[src/hw/rtl/tshw_pkg.sv]
// Shared types, widths and codes of the hot-water demand block.
package tshw_pkg;

   localparam int TEMP_W  = 7;
   localparam int LAYER_W = 44;   // signed Q28.16 store and layer values
   localparam int PROD_W  = 61;   // product of LAYER_W by 17 signed bits
   localparam int SHARE_W = 32;   // signed Q16.16 share
   localparam int FAC_W   = 27;   // signed Q.8 draw factor
   localparam int DIV_NW  = 60;   // signed dividend and quotient
   localparam int DIV_DW  = 26;   // signed divisor
   localparam int CNT_W   = 6;    // holds DIV_NW

   localparam int MIN_FLOW_DEF   = 30;
   localparam int HYSTERESIS_DEF = 5;
   localparam logic [TEMP_W-1:0] OFF_TARGET = 7'd30;

   localparam logic [1:0] MODE_OFF = 2'd0;
   localparam logic [1:0] MODE_ON  = 2'd1;

   localparam logic [2:0] REG_BOTTOM_CAP = 3'd0;
   localparam logic [2:0] REG_MIDDLE_CAP = 3'd1;
   localparam logic [2:0] REG_UPPER_CAP  = 3'd2;
   localparam logic [2:0] REG_BOTTOM_VOL = 3'd3;
   localparam logic [2:0] REG_MIDDLE_VOL = 3'd4;
   localparam logic [2:0] REG_UPPER_VOL  = 3'd5;
   localparam logic [2:0] REG_DRAW_GAIN  = 3'd6;
   localparam logic [2:0] REG_BOILER     = 3'd7;

   typedef struct packed {
      logic [15:0] bottom_capacity;
      logic [15:0] middle_capacity;
      logic [15:0] upper_capacity;
      logic [15:0] bottom_volume;
      logic [15:0] middle_volume;
      logic [15:0] upper_volume;
      logic [15:0] draw_gain;
      logic [23:0] boiler_energy;
   } cfg_type;

   typedef struct packed {
      logic [TEMP_W-1:0] call_temp;
      logic [TEMP_W-1:0] next_temp;
      logic [TEMP_W-1:0] top_temp;
      logic [TEMP_W-1:0] mid_temp;
      logic [TEMP_W-1:0] bottom_temp;
      logic [1:0]        mode;
      logic              was_heating;
      logic              back_boiler_on;
   } item_type;

   typedef struct packed {
      logic       idle;
      logic       done;
      logic [7:0] delivery_temp;
      logic       need_heat;
   } core_status_type;

endpackage

[src/hw/rtl/tshw_div.sv]
// Bit-serial signed divider, quotient truncated toward zero.
module tshw_div import tshw_pkg::*; (
   input  logic                     clock,
   input  logic                     reset,
   input  logic                     start,
   input  logic signed [DIV_NW-1:0] dividend,
   input  logic signed [DIV_DW-1:0] divisor,
   output logic                     done,
   output logic signed [DIV_NW-1:0] quotient
);

   logic              busy_ff, busy_in;
   logic              done_ff, done_in;
   logic [CNT_W-1:0]  cnt_ff, cnt_in;
   logic [DIV_NW-1:0] q_ff, q_in;
   logic [DIV_DW-1:0] rem_ff, rem_in;
   logic [DIV_DW-1:0] dmag_ff, dmag_in;
   logic              neg_ff, neg_in;
   logic [DIV_DW:0]   trial;
   logic [DIV_DW:0]   shifted;

   assign shifted = {rem_ff, q_ff[DIV_NW-1]};
   assign trial   = shifted - {1'b0, dmag_ff};

   always_comb begin
      busy_in = busy_ff;
      done_in = 1'b0;
      cnt_in  = cnt_ff;
      q_in    = q_ff;
      rem_in  = rem_ff;
      dmag_in = dmag_ff;
      neg_in  = neg_ff;
      if (start) begin
         busy_in = 1'b1;
         cnt_in  = CNT_W'(DIV_NW);
         q_in    = dividend[DIV_NW-1] ? DIV_NW'(-dividend) : DIV_NW'(dividend);
         rem_in  = '0;
         dmag_in = divisor[DIV_DW-1] ? DIV_DW'(-divisor) : DIV_DW'(divisor);
         neg_in  = dividend[DIV_NW-1] ^ divisor[DIV_DW-1];
      end else if (busy_ff) begin
         if (!trial[DIV_DW]) begin
            rem_in = trial[DIV_DW-1:0];
            q_in   = {q_ff[DIV_NW-2:0], 1'b1};
         end else begin
            rem_in = shifted[DIV_DW-1:0];
            q_in   = {q_ff[DIV_NW-2:0], 1'b0};
         end
         cnt_in = cnt_ff - 1'b1;
         if (cnt_ff == CNT_W'(1)) begin
            busy_in = 1'b0;
            done_in = 1'b1;
         end
      end
   end

   always_ff @(posedge clock) begin
      if (reset) begin
         busy_ff <= 1'b0;
         done_ff <= 1'b0;
         cnt_ff  <= '0;
      end else begin
         busy_ff <= busy_in;
         done_ff <= done_in;
         cnt_ff  <= cnt_in;
      end
      q_ff    <= q_in;
      rem_ff  <= rem_in;
      dmag_ff <= dmag_in;
      neg_ff  <= neg_in;
   end

   assign done     = done_ff;
   assign quotient = neg_ff ? -signed'(q_ff) : signed'(q_ff);

endmodule

[src/hw/rtl/tshw_core.sv]
// Sequencer and datapath of the store model around one multiplier and one divider.
module tshw_core import tshw_pkg::*; #(
   parameter int MIN_FLOW   = MIN_FLOW_DEF,
   parameter int HYSTERESIS = HYSTERESIS_DEF
) (
   input  logic            clock,
   input  logic            reset,
   input  logic            start,
   input  item_type        item,
   input  logic [7:0]      ground,
   input  cfg_type         cfg,
   input  logic            ack,
   output core_status_type status
);

   typedef enum logic [13:0] {
      S_IDLE  = 14'b00000000000001,
      S_LMUL  = 14'b00000000000010,
      S_LACC  = 14'b00000000000100,
      S_DCHK  = 14'b00000000001000,
      S_DGO   = 14'b00000000010000,
      S_DWAIT = 14'b00000000100000,
      S_FMUL  = 14'b00000001000000,
      S_FACC  = 14'b00000010000000,
      S_PLO   = 14'b00000100000000,
      S_PHI   = 14'b00001000000000,
      S_PSUM  = 14'b00010000000000,
      S_VGO   = 14'b00100000000000,
      S_VWAIT = 14'b01000000000000,
      S_OUT   = 14'b10000000000000
   } state_type;

   localparam logic signed [DIV_NW-1:0] SHARE_MAX = DIV_NW'(64'sh7FFFFFFF);
   localparam logic signed [DIV_NW-1:0] SHARE_MIN = -DIV_NW'(64'sh80000000);
   localparam logic signed [DIV_NW:0]   STORE_LIM = (DIV_NW+1)'(64'sh10000000000);

   state_type state_ff, state_in;
   logic [1:0] k_ff, k_in;
   logic       pass_ff, pass_in;
   item_type   item_ff, item_in;
   logic [7:0] g_ff, g_in;
   logic signed [LAYER_W-1:0] h0_ff, h1_ff, h2_ff, h0_in, h1_in, h2_in;
   logic signed [LAYER_W-1:0] st0_ff, st1_ff, st2_ff, st0_in, st1_in, st2_in;
   logic signed [SHARE_W-1:0] sh0_ff, sh1_ff, sh2_ff, sh0_in, sh1_in, sh2_in;
   logic signed [FAC_W-1:0]   fac_ff, fac_in;
   logic signed [PROD_W-1:0]  prod_ff, prod_in;
   logic signed [DIV_NW-1:0]  acc_ff, acc_in;

   logic signed [LAYER_W-1:0] g_ext, src, prev, reading, den, new_h, new_st;
   logic signed [LAYER_W-1:0] mul_a;
   logic signed [16:0]        mul_b;
   logic [15:0]               cap, vol;
   logic signed [SHARE_W-1:0] sh_sel, new_sh;
   logic [TEMP_W-1:0]         req, target;
   logic signed [8:0]         rise;
   logic                      div_start, div_done;
   logic signed [DIV_NW-1:0]  div_n, quotient, drop;
   logic signed [DIV_DW-1:0]  div_d;
   logic signed [DIV_NW:0]    st_diff;
   logic signed [LAYER_W:0]   v;
   logic [7:0]                delivery;
   logic [8:0]                limit;
   logic                      hyst_on;

   assign g_ext = signed'({{(LAYER_W-24){1'b0}}, g_ff, 16'b0});
   assign req   = (item_ff.next_temp > item_ff.call_temp) ? item_ff.next_temp
                                                          : item_ff.call_temp;
   assign rise  = signed'({2'b0, req}) - signed'({1'b0, g_ff});

   always_comb begin
      case (k_ff)
         2'd0: begin
            reading = signed'({{(LAYER_W-23){1'b0}}, item_ff.bottom_temp, 16'b0});
            prev    = g_ext;
            cap     = cfg.bottom_capacity;
            vol     = cfg.bottom_volume;
            sh_sel  = sh0_ff;
            src     = pass_ff ? st0_ff : reading;
            new_h   = h0_ff;
         end
         2'd1: begin
            reading = signed'({{(LAYER_W-23){1'b0}}, item_ff.mid_temp, 16'b0});
            prev    = h0_ff;
            cap     = cfg.middle_capacity;
            vol     = cfg.middle_volume;
            sh_sel  = sh1_ff;
            src     = pass_ff ? st1_ff : reading;
            new_h   = h1_ff;
         end
         default: begin
            reading = signed'({{(LAYER_W-23){1'b0}}, item_ff.top_temp, 16'b0});
            prev    = h1_ff;
            cap     = cfg.upper_capacity;
            vol     = cfg.upper_volume;
            sh_sel  = sh2_ff;
            src     = pass_ff ? st2_ff : reading;
            new_h   = h2_ff;
         end
      endcase
   end

   // The shared multiplier; its product is always registered.
   always_comb begin
      mul_a = src - prev;
      mul_b = signed'({1'b0, cap});
      if (state_ff == S_FMUL) begin
         mul_a = LAYER_W'(rise);
         mul_b = signed'({1'b0, cfg.draw_gain});
      end else if (state_ff == S_PLO) begin
         mul_a = LAYER_W'(fac_ff);
         mul_b = signed'({1'b0, sh_sel[15:0]});
      end else if (state_ff == S_PHI) begin
         mul_a = LAYER_W'(fac_ff);
         mul_b = signed'({sh_sel[31], sh_sel[31:16]});
      end
      prod_in = PROD_W'(mul_a * mul_b);
   end

   assign den = h2_ff - g_ext;

   always_comb begin
      div_n = acc_ff;
      div_d = signed'({{(DIV_DW-16){1'b0}}, vol});
      if (state_ff == S_DGO) begin
         div_n = DIV_NW'(new_h - prev) <<< 16;
         div_d = DIV_DW'(den);
      end
   end

   assign div_start = (state_ff == S_DGO) || ((state_ff == S_VGO) && (vol != 16'd0));
   assign drop      = (state_ff == S_VGO) ? '0 : quotient;
   assign st_diff   = (DIV_NW+1)'(reading) - (DIV_NW+1)'(drop);
   assign new_st    = (st_diff > STORE_LIM) ? LAYER_W'(STORE_LIM) :
                      (st_diff < -STORE_LIM) ? LAYER_W'(-STORE_LIM) : LAYER_W'(st_diff);
   assign new_sh    = (quotient > SHARE_MAX) ? SHARE_W'(SHARE_MAX) :
                      (quotient < SHARE_MIN) ? SHARE_W'(SHARE_MIN) : SHARE_W'(quotient);

   tshw_div u_div (
      .clock    (clock),
      .reset    (reset),
      .start    (div_start),
      .dividend (div_n),
      .divisor  (div_d),
      .done     (div_done),
      .quotient (quotient)
   );

   always_comb begin
      state_in = state_ff;
      k_in     = k_ff;
      pass_in  = pass_ff;
      item_in  = item_ff;
      g_in     = g_ff;
      h0_in = h0_ff; h1_in = h1_ff; h2_in = h2_ff;
      st0_in = st0_ff; st1_in = st1_ff; st2_in = st2_ff;
      sh0_in = sh0_ff; sh1_in = sh1_ff; sh2_in = sh2_ff;
      fac_in = fac_ff;
      acc_in = acc_ff;
      case (state_ff)
         S_IDLE: begin
            if (start) begin
               item_in  = item;
               g_in     = ground;
               k_in     = 2'd0;
               pass_in  = 1'b0;
               state_in = S_LMUL;
            end
         end
         S_LMUL: state_in = S_LACC;
         S_LACC: begin
            // Product shifted right with rounding toward minus infinity.
            case (k_ff)
               2'd0:    h0_in = prev + LAYER_W'(prod_ff >>> 16);
               2'd1:    h1_in = prev + LAYER_W'(prod_ff >>> 16);
               default: h2_in = prev + LAYER_W'(prod_ff >>> 16);
            endcase
            if (k_ff == 2'd2) begin
               k_in     = 2'd0;
               state_in = pass_ff ? S_OUT : S_DCHK;
            end else begin
               k_in     = k_ff + 1'b1;
               state_in = S_LMUL;
            end
         end
         S_DCHK: begin
            if (den == '0) begin
               sh0_in = '0; sh1_in = '0; sh2_in = '0;
               state_in = S_FMUL;
            end else begin
               state_in = S_DGO;
            end
         end
         S_DGO: state_in = S_DWAIT;
         S_DWAIT: begin
            if (div_done) begin
               case (k_ff)
                  2'd0:    sh0_in = new_sh;
                  2'd1:    sh1_in = new_sh;
                  default: sh2_in = new_sh;
               endcase
               if (k_ff == 2'd2) begin
                  k_in     = 2'd0;
                  state_in = S_FMUL;
               end else begin
                  k_in     = k_ff + 1'b1;
                  state_in = S_DGO;
               end
            end
         end
         S_FMUL: state_in = S_FACC;
         S_FACC: begin
            fac_in   = FAC_W'(prod_ff) - signed'({3'b0, cfg.boiler_energy});
            k_in     = 2'd0;
            state_in = S_PLO;
         end
         S_PLO: state_in = S_PHI;
         S_PHI: begin
            acc_in   = DIV_NW'(prod_ff);
            state_in = S_PSUM;
         end
         S_PSUM: begin
            acc_in   = DIV_NW'(prod_ff <<< 16) + acc_ff;
            state_in = S_VGO;
         end
         S_VGO, S_VWAIT: begin
            // A layer with zero volume takes no drop and skips the divider.
            if ((state_ff == S_VGO && vol == 16'd0) || (state_ff == S_VWAIT && div_done)) begin
               case (k_ff)
                  2'd0:    st0_in = new_st;
                  2'd1:    st1_in = new_st;
                  default: st2_in = new_st;
               endcase
               if (k_ff == 2'd2) begin
                  k_in     = 2'd0;
                  pass_in  = 1'b1;
                  state_in = S_LMUL;
               end else begin
                  k_in     = k_ff + 1'b1;
                  state_in = S_PLO;
               end
            end else if (state_ff == S_VGO) begin
               state_in = S_VWAIT;
            end
         end
         S_OUT: begin
            if (ack) state_in = S_IDLE;
         end
         default: state_in = S_IDLE;
      endcase
   end

   always_ff @(posedge clock) begin
      if (reset) begin
         state_ff <= S_IDLE;
         k_ff     <= 2'd0;
         pass_ff  <= 1'b0;
      end else begin
         state_ff <= state_in;
         k_ff     <= k_in;
         pass_ff  <= pass_in;
      end
      item_ff <= item_in;
      g_ff    <= g_in;
      h0_ff <= h0_in; h1_ff <= h1_in; h2_ff <= h2_in;
      st0_ff <= st0_in; st1_ff <= st1_in; st2_ff <= st2_in;
      sh0_ff <= sh0_in; sh1_ff <= sh1_in; sh2_ff <= sh2_in;
      fac_ff  <= fac_in;
      prod_ff <= prod_in;
      acc_ff  <= acc_in;
   end

   // Round half up, then saturate to one byte.
   assign v = (LAYER_W+1)'(h2_ff) + (LAYER_W+1)'(32768);
   assign delivery = v[LAYER_W] ? 8'd0 :
                     (v[LAYER_W-1:24] != '0) ? 8'd255 : v[23:16];

   always_comb begin
      case (item_ff.mode)
         MODE_OFF: target = OFF_TARGET;
         MODE_ON:  target = req;
         default:  target = item_ff.call_temp;
      endcase
   end

   assign hyst_on = (target > TEMP_W'(MIN_FLOW)) && item_ff.was_heating &&
                    !item_ff.back_boiler_on;
   assign limit   = {1'b0, target} + (hyst_on ? 9'(HYSTERESIS) : 9'd0);

   assign status.idle          = (state_ff == S_IDLE);
   assign status.done          = (state_ff == S_OUT);
   assign status.delivery_temp = delivery;
   assign status.need_heat     = ({1'b0, delivery} < limit);

endmodule

[src/hw/rtl/thermal_store_hot_water_demand.sv]
// Top level of the hot-water demand block: ports, registers, ground minimum.
//
// One transfer on req is one control tick and yields one transfer on rsp.
// A tick runs six divisions on the bit-serial divider, three for the shares
// and three for the drops, and the two passes of the three-layer chain, the
// draw products and the bookkeeping on the shared multiplier. A zero spread
// skips the three share divisions, and each layer with zero volume skips its
// division. A full output register holds the core until rsp takes the
// previous result. req_tready is high only while no tick is in work; a
// finished result may wait in the output register meanwhile. Registers are
// written through csr_we, csr_index and csr_wdata; the user must write them
// only while idle, since the block itself does not enforce it.
module thermal_store_hot_water_demand import tshw_pkg::*; #(
   parameter int MIN_FLOW   = MIN_FLOW_DEF,
   parameter int HYSTERESIS = HYSTERESIS_DEF
) (
   input  logic        clock,
   input  logic        reset,
   input  logic        req_tvalid,
   output logic        req_tready,
   // call_temp, next_temp, ground_temp, top_temp, mid_temp, bottom_temp,
   // mode, was_heating, back_boiler_on, cold_water_flowing
   input  logic [47:0] req_tdata,
   output logic        rsp_tvalid,
   input  logic        rsp_tready,
   // delivery_temp, need_heat
   output logic [15:0] rsp_tdata,
   input  logic        csr_we,
   input  logic [2:0]  csr_index,
   input  logic [23:0] csr_wdata
);

   cfg_type         cfg_ff, cfg_in;
   logic [7:0]      lowest_ff, lowest_in;
   logic            rsp_valid_ff, rsp_valid_in;
   logic [8:0]      rsp_data_ff, rsp_data_in;
   logic            accept, ack;
   item_type        item;
   logic [6:0]      ground;
   core_status_type status;

   assign item.call_temp      = req_tdata[6:0];
   assign item.next_temp      = req_tdata[13:7];
   assign ground              = req_tdata[20:14];
   assign item.top_temp       = req_tdata[27:21];
   assign item.mid_temp       = req_tdata[34:28];
   assign item.bottom_temp    = req_tdata[41:35];
   assign item.mode           = req_tdata[43:42];
   assign item.was_heating    = req_tdata[44];
   assign item.back_boiler_on = req_tdata[45];

   assign req_tready = status.idle;
   assign accept     = req_tvalid && status.idle;
   assign ack        = status.done && (!rsp_valid_ff || rsp_tready);

   always_comb begin
      lowest_in = lowest_ff;
      if (accept && (req_tdata[46] || lowest_ff > {1'b0, ground})) begin
         lowest_in = {1'b0, ground};
      end
   end

   always_comb begin
      cfg_in = cfg_ff;
      if (csr_we) begin
         case (csr_index)
            REG_BOTTOM_CAP: cfg_in.bottom_capacity = csr_wdata[15:0];
            REG_MIDDLE_CAP: cfg_in.middle_capacity = csr_wdata[15:0];
            REG_UPPER_CAP:  cfg_in.upper_capacity  = csr_wdata[15:0];
            REG_BOTTOM_VOL: cfg_in.bottom_volume   = csr_wdata[15:0];
            REG_MIDDLE_VOL: cfg_in.middle_volume   = csr_wdata[15:0];
            REG_UPPER_VOL:  cfg_in.upper_volume    = csr_wdata[15:0];
            REG_DRAW_GAIN:  cfg_in.draw_gain       = csr_wdata[15:0];
            REG_BOILER:     cfg_in.boiler_energy   = csr_wdata;
            default:        cfg_in = cfg_ff;
         endcase
      end
   end

   always_comb begin
      rsp_valid_in = rsp_valid_ff;
      rsp_data_in  = rsp_data_ff;
      if (rsp_valid_ff && rsp_tready) rsp_valid_in = 1'b0;
      if (ack) begin
         rsp_valid_in = 1'b1;
         rsp_data_in  = {status.need_heat, status.delivery_temp};
      end
   end

   always_ff @(posedge clock) begin
      if (reset) begin
         cfg_ff.bottom_capacity <= 16'd32768;
         cfg_ff.middle_capacity <= 16'd32768;
         cfg_ff.upper_capacity  <= 16'd32768;
         cfg_ff.bottom_volume   <= 16'd25600;
         cfg_ff.middle_volume   <= 16'd25600;
         cfg_ff.upper_volume    <= 16'd25600;
         cfg_ff.draw_gain       <= 16'd3072;
         cfg_ff.boiler_energy   <= 24'd11008;
         lowest_ff    <= 8'd255;
         rsp_valid_ff <= 1'b0;
      end else begin
         cfg_ff       <= cfg_in;
         lowest_ff    <= lowest_in;
         rsp_valid_ff <= rsp_valid_in;
      end
      rsp_data_ff <= rsp_data_in;
   end

   tshw_core #(
      .MIN_FLOW   (MIN_FLOW),
      .HYSTERESIS (HYSTERESIS)
   ) u_core (
      .clock  (clock),
      .reset  (reset),
      .start  (accept),
      .item   (item),
      .ground (lowest_in),
      .cfg    (cfg_ff),
      .ack    (ack),
      .status (status)
   );

   assign rsp_tvalid = rsp_valid_ff;
   assign rsp_tdata  = {7'b0, rsp_data_ff};

endmodule

[config.mk]
export PLATFORM = sky130hd
export DESIGN_NAME = thermal_store_hot_water_demand
export DESIGN_NICKNAME = d
export VERILOG_FILES = /design/src/hw/rtl/tshw_pkg.sv /design/src/hw/rtl/tshw_div.sv /design/src/hw/rtl/tshw_core.sv /design/src/hw/rtl/thermal_store_hot_water_demand.sv
export SDC_FILE = /design/constraint.sdc
export NUM_CORES = 2
export LEC_CHECK = 0
export BUFFER_PORTS_ARGS = -buffer_cell sky130_fd_sc_hd__buf_4
export CAP_MARGIN = 25
export CORE_UTILIZATION = 49
export CTS_BUF_LIST = sky130_fd_sc_hd__clkbuf_8
export DETAILED_ROUTE_END_ITERATION = 16
export PLACE_DENSITY = 0.73
export SYNTH_ARGS = -nofsm -noshare
export SYNTH_HDL_FRONTEND = slang
export SYNTH_SLANG_ARGS = --single-unit
[constraint.sdc]
create_clock -name clock -period 14.15 [get_ports clock]
set_clock_uncertainty 0.05 [all_clocks]
set_input_delay 1.415 -clock clock [delete_from_list [all_inputs] [get_ports clock]]
set_output_delay 1.415 -clock clock [all_outputs]
set_load 0.1 [all_outputs]
==> results.ini <==
[drt]
met3_length_microns=23200
wl_met2_microns=116000
wl_met1_microns=105000
vias=66700
routed_wl_microns=257000
drtIter0Drc=6749
postRouteAntennaNets=0
drt_first_pass_iters=6
via_per_inst=5.93
wl_per_cell_microns=22.9
top_layer=met5
drc=0

[power_and_ir_drop]
ir_drop_mv=0.196
swShare=0.423
clockPowerShare=0.234
p_sw_mw=4.43
p_leak_nw=36.2
share_comb_of_total_power=0.471
internal_power_mw=6.04
power_density_mw_per_mm2=122
p_seq_frac=0.295

[cts]
cts_setup_buffers=0
post_cts_resized=0
numCtsBuffers=146
cts_root_buffer=clkbuf_8
clock_path_buffers=3
clk_latency_ps=950
htree_levels=4
cts-hold-fix-buffers=0
clkSlewWorstSetupHoldPaths_ps=60
cts_tree=built
clkSinkCount=846

[setup_path]
worstPathMaxFanout=35
reg2regPathDepth=45
crit_type=register to register
cp.arrival_ps=13770
timing.rr.end=u_core.prod_ff[52]
end_kind=register
worstPathRequired_ps=14940
critPathSlowestCell=a21oi_1
critPathLaunch=u_core.item_ff[26]
endpoint=u_core.prod_ff[52]
r2r_setup_slack_ps=1170
r2r_start=u_core.item_ff[26]
cpMostUsedCell=fa_1
start_kind=register
crit_buf_inv=3
cp.depth=45
crit_family=compound AO/OA/AOI/OAI gates
max_stage_delay_ps=780

[floorplanning]
fp.dieH_microns=404
rows=147
dieWidth_microns=404
core-area_sq_mm=0.161
num_io_pins=98
start_util=0.494
die_area_sq_mm=0.163

[timing]
setup_viol=0
hold_viol_final=0
tightestPinTransition_ps=1280
tns_ps=0
rsz0062_at_grt=no
fmax_mhz=77.0
slew_headroom=0.142
slew_viol_final=0
worst_slack_ps=1170
finalCritPeriodShare=0.917
period_minus_slack_ps=12980

[synthesis]
synth_cells=9004
synth_top_family_by_area=adder cells
synth-compound-area-share=0.144
synth_edf_count=590
syn_avg_cell_area_sq_um=8.80
synthMuxAreaShare=0.0327
ys_types=98
synthFlopType=edfxtp_1
synthesis.area_sq_mm=0.0792
synth_simple_gate_area_frac=0.176
ys_seq_area_frac=0.288
async_flop_share=0
synth_xor_area_frac=0.0481
synth_fa_ha_area_frac=0.243
ys_warn_count=0
ys_seq_elements=846

[layout]
drive_gt1_frac=0.0687
layout_common_cells=nand2_1, inv_1, nor2_1
syn_to_final_growth_pct=7.93
fin_nets=10200
multiInputGateArea_sq_mm=0.0512
n_fill_cell=14500
ff_latch_area_sq_mm=0.0228
final_common_cell=nand2_1

[global_route]
grtUsageTotal=0.312
antenna_found_initial=10
grt_max_degree=102
overflow=0
grt_pass1_vias=64200
grt_pass1_wl_microns=386000

[job]
maxCapViolCount=0

[placement]
gp_congestion=1.01
io_buffers=89
hpwl_microns=204000
place_ws_ps=1200

[worst_hold_path]
hold_path_startpoint=cfg_ff[94]
hold_path_class=register to register

[outcome]
status=finished clean

-- cells in the mapped netlist, types with 13 or more instances --
cell,count,share of area
nor4_1,51,0.0040
a31oi_1,56,0.0044
a31o_2,17,0.0019
o31ai_1,48,0.0045
nor3b_1,30,0.0028
nand2b_1,110,0.0087
nand4_1,57,0.0045
mux2_2,23,0.0033
fa_1,703,0.18
and2_1,90,0.0071
buf_1,42,0.0020
o41ai_1,21,0.0023
o21ai_0,513,0.032
a21o_1,131,0.012
ha_1,412,0.065
clkbuf_1,356,0.017
mux2i_1,199,0.025
nand2_1,1237,0.059
clkbuf_2,13,0.00082
o22ai_1,15,0.0012
nor2b_1,75,0.0059
o21a_1,109,0.010
nor2_1,907,0.043
a41oi_1,17,0.0019
and3_1,40,0.0032
a211o_1,20,0.0022
o211ai_1,46,0.0044
and4_1,14,0.0015
o21bai_1,29,0.0027
a21boi_0,14,0.0013
inv_1,1002,0.047
nand3b_1,35,0.0033
or3_1,61,0.0048
a21oi_1,585,0.037
nand3_1,133,0.0084
xor2_1,165,0.018
o21ai_1,24,0.0015
nor3_1,124,0.0078
or2_2,52,0.0041
edfxtp_1,590,0.22
or4_1,24,0.0023
dfxtp_1,256,0.065
mux4_2,15,0.0043
a211oi_1,57,0.0054
xnor2_1,266,0.029
-- per-stage QoR --
stage	power, mW	cell area, sq um	std cells	utilization	hold WS, ps
2_1_floorplan	6.43	79300	9010	-	383
3_3_place_gp	7.84	82200	11000	0.512	390
3_5_place_dp	7.95	82300	11000	0.512	397
4_1_cts	10.4	85500	11200	0.532	405
5_1_grt	11.1	85500	11200	0.533	422
6_report	10.5	85500	11300	0.533	405
-- how the worst min path moves through the flow --
stage | end | depth (start not counted) | slack, ps
2_1_floorplan | cfg_ff[104] | 2 | 380
4_1_cts | cfg_ff[100] | 2 | 410
3_3_place_gp | cfg_ff[126] | 2 | 390
3_5_place_dp | cfg_ff[100] | 2 | 400
5_1_grt | cfg_ff[22] | 2 | 420
6_report | cfg_ff[94] | 2 | 400
-- power by group through the flow --
stage	Clock (mW)	Sequential (mW)	Combinational (mW)
after floorplan	0	3.01	3.43
after global placement	0	3.13	4.71
after detailed placement	0	3.13	4.82
after CTS	2.49	3.08	4.85
after global routing	2.59	3.08	5.42
final	2.45	3.08	4.93
-- worst reg2reg max path, delay by kind of cell, from the launching register on --
family | cells | cell delay [ps]
AOI/OAI and AO/OA | 23 | 5760
adders and majority gates | 10 | 4160
and+or+nand+nor | 7 | 1570
buffers and inverters | 3 | 560
DFF | 1 | 400
muxes | 1 | 280
xor gates and xnor gates | 1 | 130
-- logic make-up after synthesis --
family / Yosys count
AND/OR/NAND/NOR: 3092
AO/OA/AOI/OAI: 1851
buffers and inverters: 1429
adder cells (fa/ha/maj): 1115
flip-flops: 846
XOR/XNOR: 433
multiplexers: 237
other: 1
-- cell type report --
cell class,count,share of cell area
sequential,846,0.267
clock buffer,161,0.0259
tap,2160,0.0316
antenna,3,0.0000878
clock inverter,109,0.0116
inverter,1003,0.0440
multi-input combinational,6735,0.599
timing repair buffer,234,0.0208
-- sequential cells by signal, indices dropped and copies added (netlist names), 2 cells and up --
name	count
u_core.g_ff	8
u_core.sh1_ff	32
u_core.state_ff	14
u_core.acc_ff	60
cfg_ff	136
u_core.prod_ff	60
lowest_ff	8
u_core.fac_ff	27
u_core.u_div.rem_ff	26
u_core.st2_ff	44
u_core.st0_ff	44
u_core.item_ff	39
u_core.u_div.q_ff	60
u_core.sh2_ff	32
u_core.sh0_ff	32
u_core.u_div.cnt_ff	6
u_core.k_ff	2
u_core.h1_ff	44
u_core.h2_ff	44
rsp_data_ff	9
u_core.st1_ff	44
u_core.u_div.dmag_ff	26
u_core.h0_ff	44
-- layer usage --
layer	vias up	global-route usage
li1	30300	-
met1	32700	0.422
met2	3170	0.486
met3	512	0.0541
met4	2	0.150
met5	-	0
No activity file was read; power rests on OpenSTA's default activity.
